[src/rtl/lru_key_tracker_core_defines.svh]
// Assertion macros shared by the RTL of the LRU key tracker.
`ifndef LRU_KEY_TRACKER_CORE_DEFINES_SVH
`define LRU_KEY_TRACKER_CORE_DEFINES_SVH

// Same-cycle implication, checked outside reset.
`define LKT_ASSERT_IMPL(label, clk, rst_n, ante, cons, msg) \
    label: assert property (@(posedge clk) disable iff (!rst_n) (ante) |-> (cons)) \
        else $error(msg);

// Next-cycle implication, checked outside reset.
`define LKT_ASSERT_NEXT(label, clk, rst_n, ante, cons, msg) \
    label: assert property (@(posedge clk) disable iff (!rst_n) (ante) |=> (cons)) \
        else $error(msg);

`endif

[src/rtl/lkt_pkg.sv]
// ----------------------------------------------------------------------------
// lkt_pkg
// Shared types for the LRU key tracker recency chain.
// ----------------------------------------------------------------------------
package lkt_pkg;

    // Broadcast command from the core to every chain cell.
    typedef struct packed {
        logic accept; // a reference transaction is taken this cycle
        logic miss;   // no cell matched the key
    } t_cell_cmd;

endpackage

[src/rtl/lkt_cell.sv]
// ----------------------------------------------------------------------------
// lkt_cell
// One slot of the recency chain: holds a tag and valid bit, compares the
// reference key, and loads its left neighbor's contents when the chain shifts.
// ----------------------------------------------------------------------------
module lkt_cell #(
    parameter int KEY_BITS = 32
) (
    input  logic                  i_clk,
    input  logic                  i_rst_n,
    input  lkt_pkg::t_cell_cmd    i_cmd,
    input  logic [KEY_BITS-1:0]   i_key,
    input  logic                  i_prev_valid,
    input  logic [KEY_BITS-1:0]   i_prev_tag,
    input  logic                  i_match_right,
    output logic                  o_valid,
    output logic [KEY_BITS-1:0]   o_tag,
    output logic                  o_match,
    output logic                  o_match_chain
);

    logic                r_valid;
    logic [KEY_BITS-1:0] r_tag;
    logic                w_load;

    assign o_match       = r_valid && (r_tag == i_key);
    // true if this cell or any older cell holds the key
    assign o_match_chain = o_match || i_match_right;
    // shift on a miss, or on a hit at or beyond this position
    assign w_load        = i_cmd.accept && (i_cmd.miss || o_match_chain);

    always_ff @(posedge i_clk) begin
        if (!i_rst_n) begin
            r_valid <= 1'b0;
        end else if (w_load) begin
            r_valid <= i_prev_valid;
        end
    end

    always_ff @(posedge i_clk) begin
        if (w_load) begin
            r_tag <= i_prev_tag;
        end
    end

    assign o_valid = r_valid;
    assign o_tag   = r_tag;

endmodule

[src/rtl/lru_key_tracker_core.sv]
// ----------------------------------------------------------------------------
// lru_key_tracker_core
// Fully associative LRU tracker of key tags built as a recency-ordered chain.
// ----------------------------------------------------------------------------
// Usage:
//   Input channel (i_in_valid / o_in_stall) carries one key reference per
//   transaction. Output channel (o_out_valid / i_out_stall) returns one result
//   per reference: hit, evict_valid and the evicted key (zero if none).
//   Cells are kept in recency order, cell 0 most recent. A reference compares
//   against all cells at once; on a hit the cells in front of the matching one
//   shift back by one and the key enters cell 0; on a miss the whole chain
//   shifts and the last cell, if valid, is evicted.
//   Output: result is registered, valid in the cycle after the input transaction.
//   Throughput: one reference per cycle unless a stalled result holds the input;
//   the compare is combinational and the chain shifts as the reference is taken.
//   Stall: while a result waits under i_out_stall, o_in_stall is high and no
//   reference is taken; the result holds until it is taken.
//   Reset: all valid bits clear at once, the output register empties; the
//   block accepts a reference as soon as reset is released.
// ----------------------------------------------------------------------------
`include "lru_key_tracker_core_defines.svh"

module lru_key_tracker_core #(
    parameter int NUM_ENTRIES = 4,
    parameter int KEY_BITS    = 32
) (
    input  logic                i_clk,
    input  logic                i_rst_n,
    input  logic                i_in_valid,
    output logic                o_in_stall,
    input  logic [KEY_BITS-1:0] i_ref_key,
    output logic                o_out_valid,
    input  logic                i_out_stall,
    output logic                o_hit,
    output logic                o_evict_valid,
    output logic [KEY_BITS-1:0] o_evict_key
);

    logic [NUM_ENTRIES-1:0] w_valid;
    logic [KEY_BITS-1:0]    w_tag [NUM_ENTRIES];
    logic [NUM_ENTRIES-1:0] w_match;
    logic [NUM_ENTRIES-1:0] w_match_chain;
    logic                   w_accept;
    logic                   w_miss;
    lkt_pkg::t_cell_cmd     w_cmd;

    logic                r_out_valid;
    logic                r_hit;
    logic                r_evict_valid;
    logic [KEY_BITS-1:0] r_evict_key;

    assign o_in_stall = r_out_valid && i_out_stall;
    assign w_accept   = i_in_valid && !o_in_stall;
    assign w_miss     = !w_match_chain[0];

    assign w_cmd.accept = w_accept;
    assign w_cmd.miss   = w_miss;

    genvar g;
    generate
        for (g = 0; g < NUM_ENTRIES; g++) begin : g_cell
            logic                w_prev_valid;
            logic [KEY_BITS-1:0] w_prev_tag;
            logic                w_match_right;

            if (g == 0) begin : g_head
                assign w_prev_valid = 1'b1;
                assign w_prev_tag   = i_ref_key;
            end else begin : g_body
                assign w_prev_valid = w_valid[g-1];
                assign w_prev_tag   = w_tag[g-1];
            end

            if (g == NUM_ENTRIES-1) begin : g_tail
                assign w_match_right = 1'b0;
            end else begin : g_inner
                assign w_match_right = w_match_chain[g+1];
            end

            lkt_cell #(
                .KEY_BITS (KEY_BITS)
            ) u_cell (
                .i_clk         (i_clk),
                .i_rst_n       (i_rst_n),
                .i_cmd         (w_cmd),
                .i_key         (i_ref_key),
                .i_prev_valid  (w_prev_valid),
                .i_prev_tag    (w_prev_tag),
                .i_match_right (w_match_right),
                .o_valid       (w_valid[g]),
                .o_tag         (w_tag[g]),
                .o_match       (w_match[g]),
                .o_match_chain (w_match_chain[g])
            );
        end
    endgenerate

    always_ff @(posedge i_clk) begin
        if (!i_rst_n) begin
            r_out_valid <= 1'b0;
        end else if (w_accept) begin
            r_out_valid <= 1'b1;
        end else if (!i_out_stall) begin
            r_out_valid <= 1'b0;
        end
    end

    // the oldest cell falls off the chain on a miss
    always_ff @(posedge i_clk) begin
        if (w_accept) begin
            r_hit         <= !w_miss;
            r_evict_valid <= w_miss && w_valid[NUM_ENTRIES-1];
            r_evict_key   <= (w_miss && w_valid[NUM_ENTRIES-1]) ?
                             w_tag[NUM_ENTRIES-1] : '0;
        end
    end

    assign o_out_valid   = r_out_valid;
    assign o_hit         = r_hit;
    assign o_evict_valid = r_evict_valid;
    assign o_evict_key   = r_evict_key;

    `LKT_ASSERT_IMPL(a_match_unique, i_clk, i_rst_n, 1'b1, $onehot0(w_match), "key in two cells")
    `LKT_ASSERT_IMPL(a_valid_packed, i_clk, i_rst_n, 1'b1,
        (w_valid & ~{w_valid[NUM_ENTRIES-2:0], 1'b1}) == '0, "valid cells not packed")
    `LKT_ASSERT_IMPL(a_hit_no_evict, i_clk, i_rst_n, r_out_valid,
        !(r_hit && r_evict_valid), "hit with eviction")
    `LKT_ASSERT_IMPL(a_evict_key_zero, i_clk, i_rst_n, r_out_valid && !r_evict_valid,
        r_evict_key == '0, "evict key not zero")
    `LKT_ASSERT_NEXT(a_head_loaded, i_clk, i_rst_n, w_accept,
        w_valid[0] && (w_tag[0] == $past(i_ref_key)), "key not at head")

endmodule
[config.mk]
export PLATFORM = sky130hd
export DESIGN_NAME = lru_key_tracker_core
export DESIGN_NICKNAME = d
export VERILOG_FILES = /design/src/rtl/lkt_pkg.sv /design/src/rtl/lkt_cell.sv /design/src/rtl/lru_key_tracker_core.sv
export VERILOG_INCLUDE_DIRS = /design/src /design/src/rtl
export SDC_FILE = /design/constraint.sdc
export NUM_CORES = 1
export LEC_CHECK = 0
export ABC_AREA = 0
export BUFFER_PORTS_ARGS = -buffer_cell sky130_fd_sc_hd__buf_4
export CAP_MARGIN = 20
export CORE_MARGIN = 3
export CORE_UTILIZATION = 40
export CTS_BUF_LIST = sky130_fd_sc_hd__clkbuf_8
export CTS_CLUSTER_DIAMETER = 40
export CTS_CLUSTER_SIZE = 24
export DETAILED_ROUTE_END_ITERATION = 10
export GPL_ROUTABILITY_DRIVEN = 0
export PLACE_DENSITY = 0.68
export RECOVER_POWER = 100
export SYNTH_ARGS = -nofsm -noshare
export SYNTH_HDL_FRONTEND = slang
export SYNTH_SLANG_ARGS = --single-unit
[constraint.sdc]
create_clock -name i_clk -period 8.8 [get_ports i_clk]
set_input_delay 0.44 -clock i_clk [delete_from_list [all_inputs] [get_ports i_clk]]
set_output_delay 0.44 -clock i_clk [all_outputs]
set_load 0.02 [all_outputs]
==> impl_metrics.yaml <==
cts:
  htree_levels: 4
  clock_latency_ns: 0.46
  post_cts_buffers: 0
  cts_tree: "built"
  numCtsBuffers: 17
  clkSinkCount: 167
  postCtsResizedCells: 0
  root_buffer: "clkbuf_8"
  postCtsHoldBufs: 0
  clockBufferDepth: 2
  clk_pin_slew_ns: 0.09
pwr:
  pwr-share-seq: 0.569
  irDropWorstVdd_mv: 0.100
  p_int_uw: 1240
  p_leak_uw: 0.00257
  comb_power_share: 0.100
  clkPwrFrac: 0.331
  finalPower_uw: 1680
  p_sw_uw: 442
  power.density_mw_per_mm2: 209
  p_sw_frac: 0.263
drt:
  vias_per_cell: 5.45
  drt_iter0_drc: 435
  post_drt_wl_per_cell_um: 21.7
  antenna_left: 0
  dr_total_vias: 4281
  post-route-drc-count: 0
  wirelength_mm: 17.1
  drtPass1Iterations: 5
critical_path:
  critPathKind: "flip-flop to flip-flop"
  endpoint_kind: "flip-flop"
  crit_family: "compound AO/OA/AOI/OAI gates"
  path_depth: 6
  crit_path_start_kind: "flip-flop"
  r2r-end: "g_cell[2].u_cell.o_tag[9]"
  critPathRequiredTime_ns: 8.86
  path_buf_inv: 1
  crit-reg2reg-launch: "g_cell[3].u_cell.o_tag[5]"
  cp.arrival_ns: 4.53
  r2r_slack_ns: 4.33
  cp_slowest_stage_delay_ns: 1.32
  r2r_cells: 6
  crit_slowest_cell: "a31oi_1"
  path_max_fanout: 21
  crit_chain: "xnor2_1, nand3_1, nor3_1, nand4_1, a31oi_1, clkbuf_1"
synthesis:
  synth_edf_count: 162
  ys_warn_count: 0
  syn_nets: 495
  synth-simple-area-share: 0.120
  synth.area.top_cells: "edfxtp_1, xnor2_1, xor2_1"
  synth.distinct_cells: 33
  ys.flop_type: "edfxtp_1"
  synth-seq-cells: 167
  synthTopCellsByCount: "edfxtp_1, xnor2_1, xor2_1, and2_1, nor4_1"
  yosys.area_share.xor_xnor: 0.157
  synth_area_mm2: 0.00711
  synthCells: 459
  synth_seq_area_share: 0.699
  yosysTopAreaCellShare: 0.685
  yosys.area_share.adder: 0
  synth_top_family_by_area: "XOR/XNOR gates"
  async_flop_share: 0
  syn_avg_cell_area_um2: 15.5
  synthMuxAreaShare: 0.00423
  yosysMostFrequentCell: "edfxtp_1"
  synth_area_leader_cell: "edfxtp_1"
  synth_compound_area_frac: 0.00951
global_routing:
  met2_usage: 0.269
  globalRoute.totalOverflow: 0
  grt_max_degree: 68
  grt_pass1_vias: 4387
  globalRouteMet3Util: 0.0454
  track_usage: 0.178
  grt_use_met1: 0.243
  busiest_layer: "met2"
  grt_pass1_wl_mm: 25.8
  antenna_found_initial: 0
sta:
  layout_min_cycle_time_ns: 4.47
  slew_headroom: -1.56
  rsz0062_at_grt: "no"
  max_slew.worst_pin.slew_ns: 3.84
  finalClockSkew_ns: 0.0135
  final.period_utilization: 0.508
  setup_violations: 0
  tns_ns: 0
  hold_viol: 0
  fmax_ghz: 0.224
  drv_slew: 146
status:
  status: "complete, but fails checks"
  violations: "max-capacitance violations, max-slew violations"
final_layout:
  final_net_count: 584
  syn_to_final_growth_pct: 12.9
  final_layout_size_suffix_gt1_frac: 0.0606
  fillCellCount: 1579
  antenna_cells: 0
floorplan:
  die_h_um: 139
  fp.dieArea_mm2: 0.0194
  die_width_um: 139
  initial_core_util: 0.409
  row_count: 48
  io_pins: 72
  core-area_mm2: 0.0174
worst_hold_path:
  min_from: "i_in_valid"
  min_path_type: "input port to flip-flop"
  min_to: "o_out_valid"
  min_path_cells: 2
run:
  max_cap_violations: 5
placement:
  port_buffers: 71
  hpwl_mm: 12.5
kinds of logic after synthesis:
family,count (synthesis)
flip-flops,167
buffers and inverters,12
multiplexers,3
XOR/XNOR,127
AO/OA/AOI/OAI,10
AND/OR/NAND/NOR,140
worst reg2reg max path: stages (launching register included):
cell and delay (ns):
edfxtp_1 0.40, xnor2_1 0.42, nand3_1 0.15, nor3_1 0.33, nand4_1 0.23, a31oi_1 1.32
clkbuf_1 1.22
power by group through the flow:
stage	registers [µW]	logic [µW]	clock network, µW
6_report	956	167	556
4_1_cts	954	181	569
5_1_grt	962	177	605
3_5_place_dp	972	180	0
3_3_place_gp	970	180	0
2_1_floorplan	974	88.1	0
state kept, by name, indices dropped and copies added, names as in the netlist:
signal                 flops
g_cell.u_cell.o_tag      128
o_evict_key               32
o_hit                      1
g_cell.u_cell.o_valid      4
o_out_valid                1
o_evict_valid              1
cell type report:
cell class	count	area (µm²)	share of cell area
flip-flops and latches	167	4960	0.619
well taps	225	282	0.0351
inverters	6	22.5	0.00281
repair buffers	76	297	0.0370
multi-input cells	280	2050	0.256
clock inverters	15	173	0.0215
clock buffers	17	234	0.0292
worst max path at each step:
| stage | startpoint | slack (ns) | endpoint |
|---|---|---|---|
| 6_report | g_cell[3].u_cell.o_tag[5] | 4.33 | g_cell[2].u_cell.o_tag[9] |
| 3_5_place_dp | i_ref_key[18] | 5.44 | g_cell[1].u_cell.o_tag[29] |
| 3_3_place_gp | i_ref_key[18] | 5.49 | g_cell[1].u_cell.o_tag[29] |
| 5_1_grt | g_cell[3].u_cell.o_tag[5] | 4.17 | g_cell[2].u_cell.o_tag[26] |
| 4_1_cts | g_cell[2].u_cell.o_tag[18] | 5.62 | g_cell[1].u_cell.o_tag[15] |
| 2_1_floorplan | i_out_stall | 4.55 | g_cell[3].u_cell.o_tag[0] |
layout by cell type (no fill, tap or decap), types with 2 or more instances in the layout:
cell       count
and2_0        26
and2_1         5
buf_4          3
bufinv_16      2
clkbuf_1      73
clkbuf_8      17
clkinv_1       2
clkinv_4       5
dfxtp_1        5
edfxtp_1     162
inv_1          6
inv_6          3
mux2i_1        3
nand2_1       17
nand3_1        6
nand4_1       27
nand4b_1       4
nor2_1         5
nor3_1         5
nor4_1        31
nor4b_1        3
o21a_1         2
o21ai_0        3
or4_1          5
xnor2_1       66
xor2_1        61
metal layers:
metal | vias up | share of wire
met1 | 2047 | 0.42
met3 | 62 | 0.092
met4 | 0 | 0.040
li1 | 1906 | -
met2 | 266 | 0.45
met5 | - | 0
per-stage QoR:
stage / hold WS (ns) / area [µm²] / setup slack (ns) / cells / util
CTS: 0.166 / 8330 / 5.62 / 785 / 0.480
detailed placement: 0.448 / 7930 / 5.44 / 753 / 0.457
finish: 0.196 / 8030 / 4.33 / 786 / 0.462
floorplan: 0.426 / 7110 / 4.55 / 459 / -
global route: 0.189 / 8030 / 4.17 / 786 / 0.462
global placement: 0.441 / 7930 / 5.49 / 753 / 0.457
Note: power is estimated with default switching activity, not from simulation.
